File: src/design/observer_state_feedback_controller_top_defines.svh
// Assertion macros shared by the controller RTL.
// Each macro expects clk and rst_n in scope of the module that uses it.
`ifndef OBSERVER_STATE_FEEDBACK_CONTROLLER_TOP_DEFINES_SVH
`define OBSERVER_STATE_FEEDBACK_CONTROLLER_TOP_DEFINES_SVH

// Property checked at every edge outside reset.
`define OSFC_ASSERT(label, prop, msg) \
  label: assert property (@(posedge clk) disable iff (!rst_n) prop) else $error(msg);

// Condition in one cycle implies a result in the next cycle.
`define OSFC_ASSERT_NXT(label, pre, post, msg) \
  label: assert property (@(posedge clk) disable iff (!rst_n) (pre) |=> (post)) else $error(msg);

`endif

File: src/design/osfc_pkg.sv
// Shared types, constants and coefficient table of the observer state feedback controller.
// Used by osfc_mul, osfc_duty and the top level; no dependencies.
package osfc_pkg;

  localparam int FRAC_BITS_DEF = 24;

  // Port widths
  localparam int IN_DATA_W  = 24;
  localparam int OUT_DATA_W = 152;
  localparam int CFG_ADDR_W = 3;
  localparam int CFG_DATA_W = 32;
  localparam int PWM_W      = 11;
  localparam int DRIVE_W    = 29;
  localparam int EST_W      = 48;
  localparam int TARGET_W   = 32;

  // Shared multiplier geometry
  localparam int OP_W      = 49;   // signed operand
  localparam int OP_MAG_W  = 48;
  localparam int COEF_W    = 54;
  localparam int HALF_OP   = 24;
  localparam int HALF_C    = 27;
  localparam int ACC_W     = OP_MAG_W + COEF_W;
  localparam int MAG_W     = 60;
  localparam int RES_W     = 61;
  localparam int COEF_FRAC = 40;
  localparam int SUM_W     = 62;

  localparam logic [MAG_W-1:0] PROD_LIM = 60'd1 << 59;

  localparam logic signed [SUM_W-1:0] EST_MAX = SUM_W'((64'd1 << 47) - 64'd1);
  localparam logic signed [SUM_W-1:0] EST_MIN = ~EST_MAX;

  // Duty scaling
  localparam logic [PWM_W-1:0] DUTY_LIMIT = 11'd2040;
  localparam logic [15:0]      DIV3_RECIP = 16'd43691;

  // Configuration register index (paddr bit 2)
  localparam logic CFG_IDX_TARGET = 1'b0;
  localparam logic CFG_IDX_MODE   = 1'b1;
  localparam logic [TARGET_W-1:0] TARGET_RST = 32'd26353589;

  // Sequencer steps, one coefficient product each
  localparam int STEP_W = 4;
  localparam logic [STEP_W-1:0] STEP_Y    = 4'd0;
  localparam logic [STEP_W-1:0] STEP_A_E  = 4'd1;
  localparam logic [STEP_W-1:0] STEP_A_U  = 4'd2;
  localparam logic [STEP_W-1:0] STEP_A_W  = 4'd3;
  localparam logic [STEP_W-1:0] STEP_W_E  = 4'd4;
  localparam logic [STEP_W-1:0] STEP_W_U  = 4'd5;
  localparam logic [STEP_W-1:0] STEP_W_W  = 4'd6;
  localparam logic [STEP_W-1:0] STEP_INT  = 4'd7;
  localparam logic [STEP_W-1:0] STEP_V_A  = 4'd8;
  localparam logic [STEP_W-1:0] STEP_V_W  = 4'd9;
  localparam logic [STEP_W-1:0] STEP_V_I  = 4'd10;
  localparam logic [STEP_W-1:0] STEP_LAST = STEP_V_I;

  // Coefficient magnitudes, Q.40 rounded to nearest
  localparam logic [63:0] C_K_ANG   = ((64'd6376 << 40) + 64'd5) / 64'd10;
  localparam logic [63:0] C_K_RATE  = ((64'd2733 << 40) + 64'd50) / 64'd100;
  localparam logic [63:0] C_K_INT   = (64'd5477 << 40);
  localparam logic [63:0] C_LK_ANG  = ((64'd1001 << 40) + 64'd500) / 64'd1000;
  localparam logic [63:0] C_LK_RATE = ((64'd7751 << 40) + 64'd5000) / 64'd10000;
  localparam logic [63:0] C_KF_AU   = ((64'd1953 << 40) + 64'd50000000) / 64'd100000000;
  localparam logic [63:0] C_KF_AW   = ((64'd987 << 40) + 64'd500000) / 64'd1000000;
  localparam logic [63:0] C_KF_WU   = ((64'd389 << 40) + 64'd5000) / 64'd10000;
  localparam logic [63:0] C_KF_WW   = ((64'd9747 << 40) + 64'd5000) / 64'd10000;
  localparam logic [63:0] C_PE_ANG  = ((64'd1774 << 40) + 64'd500) / 64'd1000;
  localparam logic [63:0] C_PE_DT   = ((64'd1 << 40) + 64'd500) / 64'd1000;
  localparam logic [63:0] C_PE_RATE = ((64'd4046 << 40) + 64'd5) / 64'd10;
  localparam logic [63:0] C_PE_WU   = ((64'd394 << 40) + 64'd5000) / 64'd10000;
  localparam logic [63:0] C_PE_WW   = ((64'd256 << 40) + 64'd5000) / 64'd10000;
  // Count to angle factor pi/1200, Q.60
  localparam logic [63:0] PI_Q60    = 64'h3243F6A8885A308D;
  localparam logic [63:0] C_RES     = (PI_Q60 + 64'd600) / 64'd1200;

  typedef struct packed {
    logic              neg;
    logic [COEF_W-1:0] mag;
  } coef_t;

  typedef struct packed {
    logic            start;
    logic [OP_W-1:0] op;     // two's complement
    coef_t           coef;
    logic            ysh;    // count to angle scaling instead of Q.40
  } mul_req_t;

  typedef struct packed {
    logic             done;
    logic [RES_W-1:0] res;   // two's complement
  } mul_rsp_t;

  function automatic coef_t mk_coef(logic neg, logic [63:0] c);
    coef_t r;
    r.neg = neg;
    r.mag = c[COEF_W-1:0];
    return r;
  endfunction

  // Mode 1 is the steady Kalman observer, mode 0 the Euler pole placement one.
  function automatic coef_t coef_of(logic [STEP_W-1:0] step, logic mode);
    coef_t r;
    unique case (step)
      STEP_Y:   r = mk_coef(1'b0, C_RES);
      STEP_A_E: r = mode ? mk_coef(1'b1, C_LK_ANG) : mk_coef(1'b1, C_PE_ANG);
      STEP_A_U: r = mode ? mk_coef(1'b0, C_KF_AU) : mk_coef(1'b0, 64'd0);
      STEP_A_W: r = mode ? mk_coef(1'b0, C_KF_AW) : mk_coef(1'b0, C_PE_DT);
      STEP_W_E: r = mode ? mk_coef(1'b1, C_LK_RATE) : mk_coef(1'b1, C_PE_RATE);
      STEP_W_U: r = mode ? mk_coef(1'b0, C_KF_WU) : mk_coef(1'b0, C_PE_WU);
      STEP_W_W: r = mode ? mk_coef(1'b0, C_KF_WW) : mk_coef(1'b1, C_PE_WW);
      STEP_INT: r = mk_coef(1'b0, C_PE_DT);
      STEP_V_A: r = mk_coef(1'b1, C_K_ANG);
      STEP_V_W: r = mk_coef(1'b1, C_K_RATE);
      STEP_V_I: r = mk_coef(1'b0, C_K_INT);
      default:  r = mk_coef(1'b0, 64'd0);
    endcase
    return r;
  endfunction

endpackage

File: src/design/observer_state_feedback_controller_top.sv
// Top level of the observer state feedback controller: stream ports, APB registers,
// control sequencer and state. Depends on osfc_pkg, osfc_mul and osfc_duty.
//
// One item per control tick. An item with run high needs eleven coefficient products, made
// one after another on the single shared multiplier, each from an operand load, four
// 24x27 partial products, a round and saturate step and a sequencing step. After them
// come the duty conversion, the loading of the result and the idle state, the only one in
// which the next item is taken. An item with run low reports the held state through the
// result load and then returns to idle.
// The result sits in an output register, so an item is accepted while the previous result
// waits to be taken; the sequencer only stalls when a new result finds that register
// still full.
`include "observer_state_feedback_controller_top_defines.svh"

module observer_state_feedback_controller_top #(
  parameter int FRAC_BITS = osfc_pkg::FRAC_BITS_DEF
) (
  input  logic                              clk,
  input  logic                              rst_n,
  input  logic                              in_tvalid,
  output logic                              in_tready,
  input  logic [osfc_pkg::IN_DATA_W-1:0]    in_tdata,   // [23:0] encoder_count
  input  logic                              in_tuser,   // [0] run
  output logic                              out_tvalid,
  input  logic                              out_tready,
  // [10:0] pwm_a, [21:11] pwm_b, [50:22] drive_voltage, [98:51] est_angle,
  // [146:99] est_rate, [151:147] zero
  output logic [osfc_pkg::OUT_DATA_W-1:0]   out_tdata,
  input  logic                              cfg_psel,
  input  logic                              cfg_penable,
  input  logic                              cfg_pwrite,
  input  logic [osfc_pkg::CFG_ADDR_W-1:0]   cfg_paddr,
  input  logic [osfc_pkg::CFG_DATA_W-1:0]   cfg_pwdata,
  output logic [osfc_pkg::CFG_DATA_W-1:0]   cfg_prdata,
  output logic                              cfg_pready
);
  import osfc_pkg::*;

  localparam int V_W = FRAC_BITS + 5;
  localparam logic [SUM_W-1:0] VLIM_U = SUM_W'(64'd12 << FRAC_BITS);

  typedef enum logic [3:0] {
    S_IDLE = 4'b0001,
    S_MUL  = 4'b0010,
    S_DUTY = 4'b0100,
    S_OUT  = 4'b1000
  } state_t;

  state_t                  state_r, state_nxt;
  logic [STEP_W-1:0]       step_r, step_nxt;
  logic                    go_r, go_nxt;
  logic                    out_valid_r, out_valid_nxt;
  logic [TARGET_W-1:0]     target_r;
  logic                    mode_r;
  logic signed [EST_W-1:0] angle_r, angle_nxt;
  logic signed [EST_W-1:0] rate_r, rate_nxt;
  logic signed [V_W-1:0]   integ_r, integ_nxt;
  logic signed [V_W-1:0]   volt_r, volt_nxt;
  logic [PWM_W-1:0]        pwm_a_r, pwm_a_nxt;
  logic [PWM_W-1:0]        pwm_b_r, pwm_b_nxt;
  logic [IN_DATA_W-1:0]    count_r, count_nxt;
  logic signed [OP_W-1:0]  e_r, e_nxt;
  logic signed [SUM_W-1:0] sum_r, sum_nxt;
  logic [OUT_DATA_W-1:0]   out_data_r, out_data_nxt;

  mul_req_t                mreq;
  mul_rsp_t                mrsp;
  logic signed [OP_W-1:0]  opnd;
  logic signed [SUM_W-1:0] res_s;
  logic signed [SUM_W-1:0] total;
  logic signed [SUM_W-1:0] y_diff;
  logic signed [SUM_W-1:0] vlim_s;
  logic signed [SUM_W-1:0] v_full;
  logic signed [EST_W-1:0] est_sat;
  logic signed [V_W-1:0]   v_sat;
  logic signed [63:0]      volt64;
  logic [PWM_W-1:0]        duty_a;
  logic [PWM_W-1:0]        duty_b;
  logic                    cfg_wr;
  logic                    in_acc;

  // ---------------------------------------------------------------- config port
  assign cfg_pready = 1'b1;
  assign cfg_wr     = cfg_psel && cfg_penable && cfg_pwrite && cfg_pready;

  always_ff @(posedge clk) begin
    if (!rst_n) begin
      target_r <= TARGET_RST;
      mode_r   <= 1'b1;
    end else if (cfg_wr) begin
      unique case (cfg_paddr[2])
        CFG_IDX_TARGET: target_r <= cfg_pwdata[TARGET_W-1:0];
        CFG_IDX_MODE:   mode_r   <= cfg_pwdata[0];
        default:        ;
      endcase
    end
  end

  always_comb begin
    unique case (cfg_paddr[2])
      CFG_IDX_TARGET: cfg_prdata = target_r;
      CFG_IDX_MODE:   cfg_prdata = {{(CFG_DATA_W-1){1'b0}}, mode_r};
      default:        cfg_prdata = '0;
    endcase
  end

  // ---------------------------------------------------------------- datapath
  always_comb begin
    case (step_r) inside
      STEP_Y:                     opnd = OP_W'($signed(count_r));
      STEP_A_E, STEP_W_E:         opnd = e_r;
      STEP_A_U, STEP_W_U:         opnd = OP_W'(volt_r);
      STEP_A_W, STEP_W_W, STEP_V_W: opnd = OP_W'(rate_r);
      STEP_INT:                   opnd = OP_W'($signed(target_r)) - OP_W'(angle_r);
      STEP_V_A:                   opnd = OP_W'(angle_r);
      default:                    opnd = OP_W'(integ_r);
    endcase
  end

  assign mreq.start = go_r;
  assign mreq.op    = opnd;
  assign mreq.coef  = coef_of(step_r, mode_r);
  assign mreq.ysh   = (step_r == STEP_Y);

  osfc_mul #(.FRAC_BITS(FRAC_BITS)) u_mul (
    .clk   (clk),
    .rst_n (rst_n),
    .req   (mreq),
    .rsp   (mrsp)
  );

  osfc_duty #(.FRAC_BITS(FRAC_BITS)) u_duty (
    .voltage (volt_r),
    .pwm_a   (duty_a),
    .pwm_b   (duty_b)
  );

  assign res_s  = SUM_W'($signed(mrsp.res));
  assign total  = sum_r + res_s;
  assign y_diff = SUM_W'(angle_r) - res_s;
  assign vlim_s = $signed(VLIM_U);

  always_comb begin
    if (total > EST_MAX) begin
      est_sat = EST_MAX[EST_W-1:0];
    end else if (total < EST_MIN) begin
      est_sat = EST_MIN[EST_W-1:0];
    end else begin
      est_sat = total[EST_W-1:0];
    end
    if (total > vlim_s) begin
      v_full = vlim_s;
    end else if (total < -vlim_s) begin
      v_full = -vlim_s;
    end else begin
      v_full = total;
    end
    v_sat = v_full[V_W-1:0];
  end

  assign volt64 = 64'(volt_r);

  // ---------------------------------------------------------------- sequencer
  assign in_tready = (state_r == S_IDLE);
  assign in_acc    = in_tvalid && in_tready;

  always_comb begin
    state_nxt     = state_r;
    step_nxt      = step_r;
    go_nxt        = 1'b0;
    out_valid_nxt = out_valid_r;
    angle_nxt     = angle_r;
    rate_nxt      = rate_r;
    integ_nxt     = integ_r;
    volt_nxt      = volt_r;
    pwm_a_nxt     = pwm_a_r;
    pwm_b_nxt     = pwm_b_r;
    count_nxt     = count_r;
    e_nxt         = e_r;
    sum_nxt       = sum_r;
    out_data_nxt  = out_data_r;

    if (out_valid_r && out_tready) begin
      out_valid_nxt = 1'b0;
    end

    unique case (state_r)
      S_IDLE: begin
        if (in_acc) begin
          count_nxt = in_tdata;
          if (in_tuser) begin
            step_nxt  = STEP_Y;
            go_nxt    = 1'b1;
            state_nxt = S_MUL;
          end else begin
            state_nxt = S_OUT;
          end
        end
      end
      S_MUL: begin
        if (mrsp.done) begin
          // fold the product in and seed the next sum where a group ends
          case (step_r)
            STEP_Y: begin
              e_nxt   = y_diff[OP_W-1:0];
              sum_nxt = SUM_W'(angle_r);
            end
            STEP_A_W: begin
              angle_nxt = est_sat;
              sum_nxt   = mode_r ? '0 : SUM_W'(rate_r);
            end
            STEP_W_W: begin
              rate_nxt = est_sat;
              sum_nxt  = SUM_W'(integ_r);
            end
            STEP_INT: begin
              integ_nxt = v_sat;
              sum_nxt   = '0;
            end
            STEP_V_I: volt_nxt = v_sat;
            default:  sum_nxt = total;
          endcase
          if (step_r == STEP_LAST) begin
            state_nxt = S_DUTY;
          end else begin
            step_nxt = step_r + STEP_W'(1);
            go_nxt   = 1'b1;
          end
        end
      end
      S_DUTY: begin
        pwm_a_nxt = duty_a;
        pwm_b_nxt = duty_b;
        state_nxt = S_OUT;
      end
      S_OUT: begin
        // hold until the output register is free
        if (!out_valid_r || out_tready) begin
          out_data_nxt = {{(OUT_DATA_W - 2*PWM_W - DRIVE_W - 2*EST_W){1'b0}},
                          rate_r, angle_r, volt64[DRIVE_W-1:0], pwm_b_r, pwm_a_r};
          out_valid_nxt = 1'b1;
          state_nxt     = S_IDLE;
        end
      end
      default: state_nxt = S_IDLE;
    endcase
  end

  always_ff @(posedge clk) begin
    if (!rst_n) begin
      state_r     <= S_IDLE;
      step_r      <= STEP_Y;
      go_r        <= 1'b0;
      out_valid_r <= 1'b0;
      angle_r     <= '0;
      rate_r      <= '0;
      integ_r     <= '0;
      volt_r      <= '0;
      pwm_a_r     <= '0;
      pwm_b_r     <= '0;
    end else begin
      state_r     <= state_nxt;
      step_r      <= step_nxt;
      go_r        <= go_nxt;
      out_valid_r <= out_valid_nxt;
      angle_r     <= angle_nxt;
      rate_r      <= rate_nxt;
      integ_r     <= integ_nxt;
      volt_r      <= volt_nxt;
      pwm_a_r     <= pwm_a_nxt;
      pwm_b_r     <= pwm_b_nxt;
    end
  end

  always_ff @(posedge clk) begin
    count_r    <= count_nxt;
    e_r        <= e_nxt;
    sum_r      <= sum_nxt;
    out_data_r <= out_data_nxt;
  end

  assign out_tvalid = out_valid_r;
  assign out_tdata  = out_data_r;

  `OSFC_ASSERT(a_done_in_mul, mrsp.done |-> (state_r == S_MUL), "product returned outside a tick")
  `OSFC_ASSERT(a_step_range, (state_r == S_MUL) |-> (step_r <= STEP_LAST), "step beyond program")
  `OSFC_ASSERT_NXT(a_hold_tick, in_acc && !in_tuser, state_r == S_OUT, "hold item started work")

endmodule

File: src/design/osfc_mul.sv
// Shared fixed-point multiplier: rounded, saturated product of a signed operand and a
// signed coefficient, built from four 24x27 partial products. Depends on osfc_pkg.
`include "observer_state_feedback_controller_top_defines.svh"

module osfc_mul #(
  parameter int FRAC_BITS = osfc_pkg::FRAC_BITS_DEF
) (
  input  logic              clk,
  input  logic              rst_n,
  input  osfc_pkg::mul_req_t req,
  output osfc_pkg::mul_rsp_t rsp
);
  import osfc_pkg::*;

  typedef enum logic [2:0] {
    M_IDLE = 3'b001,
    M_MUL  = 3'b010,
    M_FIN  = 3'b100
  } mstate_t;

  localparam int Y_SH = 60 - FRAC_BITS;
  localparam logic [ACC_W-1:0] RND_C = ACC_W'(1) << (COEF_FRAC - 1);
  localparam logic [ACC_W-1:0] RND_Y = ACC_W'(1) << (Y_SH - 1);
  localparam logic signed [RES_W-1:0] RES_MAX = RES_W'(PROD_LIM);

  mstate_t               state_r, state_nxt;
  logic [1:0]            cnt_r, cnt_nxt;
  logic [OP_MAG_W-1:0]   opmag_r, opmag_nxt;
  logic [COEF_W-1:0]     cmag_r, cmag_nxt;
  logic                  neg_r, neg_nxt;
  logic                  ysh_r, ysh_nxt;
  logic [ACC_W-1:0]      acc_r, acc_nxt;
  logic [RES_W-1:0]      res_r, res_nxt;
  logic                  done_r, done_nxt;

  logic [OP_W-1:0]              op_abs;
  logic [HALF_OP-1:0]           op_h;
  logic [HALF_C-1:0]            c_h;
  logic [HALF_OP+HALF_C-1:0]    pp;
  logic [ACC_W-1:0]             pp_sh;
  logic [ACC_W-1:0]             shifted;
  logic [MAG_W-1:0]             mag;

  assign op_abs = req.op[OP_W-1] ? (~req.op + OP_W'(1)) : req.op;
  assign op_h   = cnt_r[0] ? opmag_r[OP_MAG_W-1:HALF_OP] : opmag_r[HALF_OP-1:0];
  assign c_h    = cnt_r[1] ? cmag_r[COEF_W-1:HALF_C] : cmag_r[HALF_C-1:0];
  assign pp     = (HALF_OP+HALF_C)'(op_h) * (HALF_OP+HALF_C)'(c_h);

  always_comb begin
    case (cnt_r)
      2'd0:    pp_sh = ACC_W'(pp);
      2'd1:    pp_sh = ACC_W'(pp) << HALF_OP;
      2'd2:    pp_sh = ACC_W'(pp) << HALF_C;
      default: pp_sh = ACC_W'(pp) << (HALF_OP + HALF_C);
    endcase
  end

  assign shifted = ysh_r ? (acc_r >> Y_SH) : (acc_r >> COEF_FRAC);
  assign mag     = (shifted > ACC_W'(PROD_LIM)) ? PROD_LIM : shifted[MAG_W-1:0];

  always_comb begin
    state_nxt = state_r;
    cnt_nxt   = cnt_r;
    opmag_nxt = opmag_r;
    cmag_nxt  = cmag_r;
    neg_nxt   = neg_r;
    ysh_nxt   = ysh_r;
    acc_nxt   = acc_r;
    res_nxt   = res_r;
    done_nxt  = 1'b0;
    unique case (state_r)
      M_IDLE: begin
        if (req.start) begin
          opmag_nxt = op_abs[OP_MAG_W-1:0];
          cmag_nxt  = req.coef.mag;
          neg_nxt   = req.op[OP_W-1] ^ req.coef.neg;
          ysh_nxt   = req.ysh;
          // preload the half-LSB so the final shift rounds half away from zero
          acc_nxt   = req.ysh ? RND_Y : RND_C;
          cnt_nxt   = 2'd0;
          state_nxt = M_MUL;
        end
      end
      M_MUL: begin
        acc_nxt = acc_r + pp_sh;
        cnt_nxt = cnt_r + 2'd1;
        if (cnt_r == 2'd3) begin
          state_nxt = M_FIN;
        end
      end
      M_FIN: begin
        res_nxt   = neg_r ? (RES_W'(0) - {1'b0, mag}) : {1'b0, mag};
        done_nxt  = 1'b1;
        state_nxt = M_IDLE;
      end
      default: state_nxt = M_IDLE;
    endcase
  end

  always_ff @(posedge clk) begin
    if (!rst_n) begin
      state_r <= M_IDLE;
      done_r  <= 1'b0;
      cnt_r   <= 2'd0;
    end else begin
      state_r <= state_nxt;
      done_r  <= done_nxt;
      cnt_r   <= cnt_nxt;
    end
  end

  always_ff @(posedge clk) begin
    opmag_r <= opmag_nxt;
    cmag_r  <= cmag_nxt;
    neg_r   <= neg_nxt;
    ysh_r   <= ysh_nxt;
    acc_r   <= acc_nxt;
    res_r   <= res_nxt;
  end

  assign rsp.done = done_r;
  assign rsp.res  = res_r;

  `OSFC_ASSERT(a_mul_start_idle, req.start |-> (state_r == M_IDLE), "multiplier started while busy")
  `OSFC_ASSERT(a_mul_latency, (req.start && state_r == M_IDLE) |-> ##6 done_r, "product late")
  `OSFC_ASSERT(a_mul_bound, done_r |-> ($signed(res_r) <= RES_MAX && $signed(res_r) >= -RES_MAX), "product beyond saturation limit")

endmodule

File: src/design/osfc_duty.sv
// Drive voltage to PWM duty: trunc(|u| * 2047 / 12), limited, split by sign onto two channels.
// Depends on osfc_pkg.
module osfc_duty #(
  parameter int FRAC_BITS = osfc_pkg::FRAC_BITS_DEF
) (
  input  logic signed [FRAC_BITS+4:0]      voltage,
  output logic [osfc_pkg::PWM_W-1:0]       pwm_a,
  output logic [osfc_pkg::PWM_W-1:0]       pwm_b
);
  import osfc_pkg::*;

  localparam int V_W = FRAC_BITS + 5;
  localparam int M_W = V_W + 11;

  logic [V_W-1:0]   mag;
  logic [M_W-1:0]   scaled;
  logic [12:0]      quarter;
  logic [28:0]      prod;
  logic [11:0]      quo;
  logic [PWM_W-1:0] duty;
  logic             pos;

  assign mag    = voltage[V_W-1] ? (~voltage + V_W'(1)) : voltage;
  assign scaled = (M_W'(mag) << 11) - M_W'(mag);
  // divide by 12 as a shift by FRAC_BITS+2 then an exact divide by 3
  assign quarter = scaled[FRAC_BITS+14:FRAC_BITS+2];
  assign prod    = 29'(quarter) * 29'(DIV3_RECIP);
  assign quo     = prod[28:17];
  assign duty    = (quo > 12'(DUTY_LIMIT)) ? DUTY_LIMIT : quo[PWM_W-1:0];
  assign pos     = !voltage[V_W-1] && (voltage != '0) && (duty != '0);
  assign pwm_a   = pos ? '0 : duty;
  assign pwm_b   = pos ? duty : '0;

endmodule
File: config.mk
export PLATFORM = sky130hd
export DESIGN_NAME = observer_state_feedback_controller_top
export DESIGN_NICKNAME = d
export VERILOG_FILES = /design/src/design/osfc_pkg.sv /design/src/design/observer_state_feedback_controller_top.sv /design/src/design/osfc_mul.sv /design/src/design/osfc_duty.sv
export VERILOG_INCLUDE_DIRS = /design/src /design/src/design
export SDC_FILE = /design/constraint.sdc
export NUM_CORES = 2
export LEC_CHECK = 0
export BUFFER_PORTS_ARGS = -buffer_cell sky130_fd_sc_hd__buf_2
export CAP_MARGIN = 20
export CORE_ASPECT_RATIO = 0.8
export CORE_MARGIN = 2
export CORE_UTILIZATION = 25
export CTS_BUF_LIST = sky130_fd_sc_hd__clkbuf_16
export CTS_CLUSTER_SIZE = 28
export DETAILED_ROUTE_END_ITERATION = 12
export PLACE_DENSITY = 0.45
export SLEW_MARGIN = 5
export SYNTH_ARGS = -nofsm -noshare
export SYNTH_HDL_FRONTEND = slang
export SYNTH_SLANG_ARGS = --single-unit
File: constraint.sdc
create_clock -name clk -period 18.2 [get_ports clk]
set_clock_uncertainty 0.1 [all_clocks]
set_input_delay 1.82 -clock clk [delete_from_list [all_inputs] [get_ports clk]]
set_output_delay 1.82 -clock clk [all_outputs]
set_load 0.02 [all_outputs]
==> impl_metrics.ini <==
[final_layout]
drive_gt1_share_pct = 9.30
area_growth_pct = 12.1
layout.nets = 9829

[clock_network]
numCtsBuffers = 89
ctsHoldBuffers = 0
clk_pin_slew_worst_paths_ns = 0.06
clk_latency_ns = 0.73
cts_tree = done
postCtsResizedCells = 0
htreeDepth = 3
cts_sinks = 772
clockBufferDepth = 3
post_cts.repair.setup_buffers = 0
root_buffer = clkbuf_16

[job]
cap_viol_max_count = 0

[sta]
finalCritPeriodShare_pct = 78.6
rsz0062_at_grt = false
worst_pin_slew_ns = 1.19
finalHoldViolCount = 0
setup_viol = 0
fin_hold_ws_ns = 0.330
relSlewSlack_pct = 18.3
slew_violations = 0
tns_ns = 0
finalCriticalPeriod_ns = 14.31
fmax_ghz = 0.0699

[synthesis]
synth_area_leader_cell = edfxtp_1
yosys_warnings = 0
synth_edf_count = 547
ys.flop_type = edfxtp_1
synth_most_common_cell = nand2_1
netlist_area_sq_um = 76000
synth_area_leaders = edfxtp_1, fa_1, ha_1, dfxtp_1, nand2_1
yosysUniqueCellTypes = 115
yosysSeqAreaShare_pct = 27.6
yosys.area.top_type_share_pct = 21.6
synthArstFlopShare_pct = 0
ys_ff_latch = 772
netlist_instances = 8560
synth_area_per_cell_sq_um = 8.87
synth_common_cells = nand2_1, inv_1, nor2_1

[worst_setup_path]
worst_path_most_repeated_cell = fa_1
critPathKind = reg2reg
startpoint_type = flip-flop
cp-end-kind = flip-flop
worst_ep_arrival_time_ns = 14.65
worstPathRequired_ns = 18.53
worst_path_max_delay_cell = mux2_2
worst-path-max-fanout = 28
max_stage_delay_ns = 0.89
cp_top_family = compound AO/OA/AOI/OAI gates
crit_buf_inv = 5

[detailed_routing]
via_per_inst = 5.22
vias = 66500
wire_per_inst_microns = 24.6
ant_nets = 0
drc = 0
drt_iter0_drc = 7201
drt_wl_total_microns = 314000
drt-pass1-iter-count = 8

[die]
core_sq_um = 303000
die_width_microns = 620
core.rowCount = 181
floorplan.die.height_microns = 497
initial_utilization_pct = 25.1
die-area_sq_um = 308000
io_pins = 254

[grt]
grt_max_degree = 127
grt_use_total_pct = 19.9
grt_pass1_wl_microns = 455000
gr-total-overflow = 0
grt_pass1_vias = 64400
antenna_found_initial = 27

[placement]
gp_congestion = 0.942
hpwl_microns = 243000
port_buffers = 245

[min_path]
hold_path.class = reg2reg

[status]
status = completed
[layer usage]
metal	vias to the layer above	routed length, microns	track usage (%)
met4	8	5880	3.90
met1	33500	153000	30.4
met3	342	27000	4.32
met2	2735	128000	28.3
li1	29900	-	-
met5	-	60	0
[through the flow]
stage               std cells  setup slack, ns  instance area (sq um)  util, %
floorplan                8564             6.17                  76000        -
global placement        12500             3.84                  81900     27.0
detailed placement      12600             3.92                  81900     27.0
CTS                     12700             3.83                  85100     28.1
global route            12700             2.92                  85100     28.1
finish                  12700             3.89                  85200     28.1
[final timing paths]
kind,to,slack [ns],depth (start not counted),start
max reg2reg,u_mul.acc_r[101],3.89,43,u_mul.cnt_r[0]
min,out_tdata[10],0.33,0,pwm_a_r[10]
max,u_mul.acc_r[101],3.89,43,u_mul.cnt_r[0]
min reg2reg,out_tdata[10],0.33,0,pwm_a_r[10]
[flip-flops by register name (all words and copies together) (netlist names), 2 cells and up]
| register | cells |
|---|---|
| u_mul.state_r | 3 |
| angle_r | 48 |
| rate_r | 48 |
| sum_r | 62 |
| out_tdata | 147 |
| target_r | 32 |
| u_mul.cmag_r | 52 |
| e_r | 49 |
| u_mul.cnt_r | 2 |
| pwm_b_r | 11 |
| integ_r | 29 |
| volt_r | 29 |
| u_mul.opmag_r | 48 |
| pwm_a_r | 11 |
| step_r | 4 |
| count_r | 24 |
| u_mul.res_r | 61 |
| state_r | 4 |
| u_mul.acc_r | 102 |
[cells in the final DEF, fill, tap and decap left out, types with 139 or more instances in the layout]
cell type     n
xor2_1      141
nor2_1      750
o21ai_0     443
buf_2       244
nand2_1    1033
inv_1       922
dfxtp_1     220
a21o_1      222
ha_1        538
edfxtp_1    547
buf_4       139
a21oi_1     578
fa_1        601
xnor2_1     244
[final cells by class]
cell class | count | area, sq um
Timing Repair Buffer | 387 | 2320
Fill cell | 32100 | 218000
Clock buffer | 94 | 2350
Tap cell | 4026 | 5040
Inverter | 914 | 3440
Sequential cell | 772 | 20900
Clock inverter | 74 | 800
Antenna cell | 7 | 17.5
Multi-Input combinational cell | 6458 | 50300
[kinds of logic after synthesis]
logic type / count (synthesis) / share of synthesized area (%)
AO/OA/AOI/OAI: 2064 / 18.1
XOR/XNOR: 388 / 4.52
adder cells (fa/ha/maj): 1140 / 24.7
buffers and inverters: 1334 / 6.63
flip-flops: 772 / 27.6
multiplexers: 171 / 2.36
other: 2 / 0.00989
AND/OR/NAND/NOR: 2689 / 16.1
Power is not shown: default switching activity piles up to over one toggle a cycle in this logic, so the estimate is an artifact.
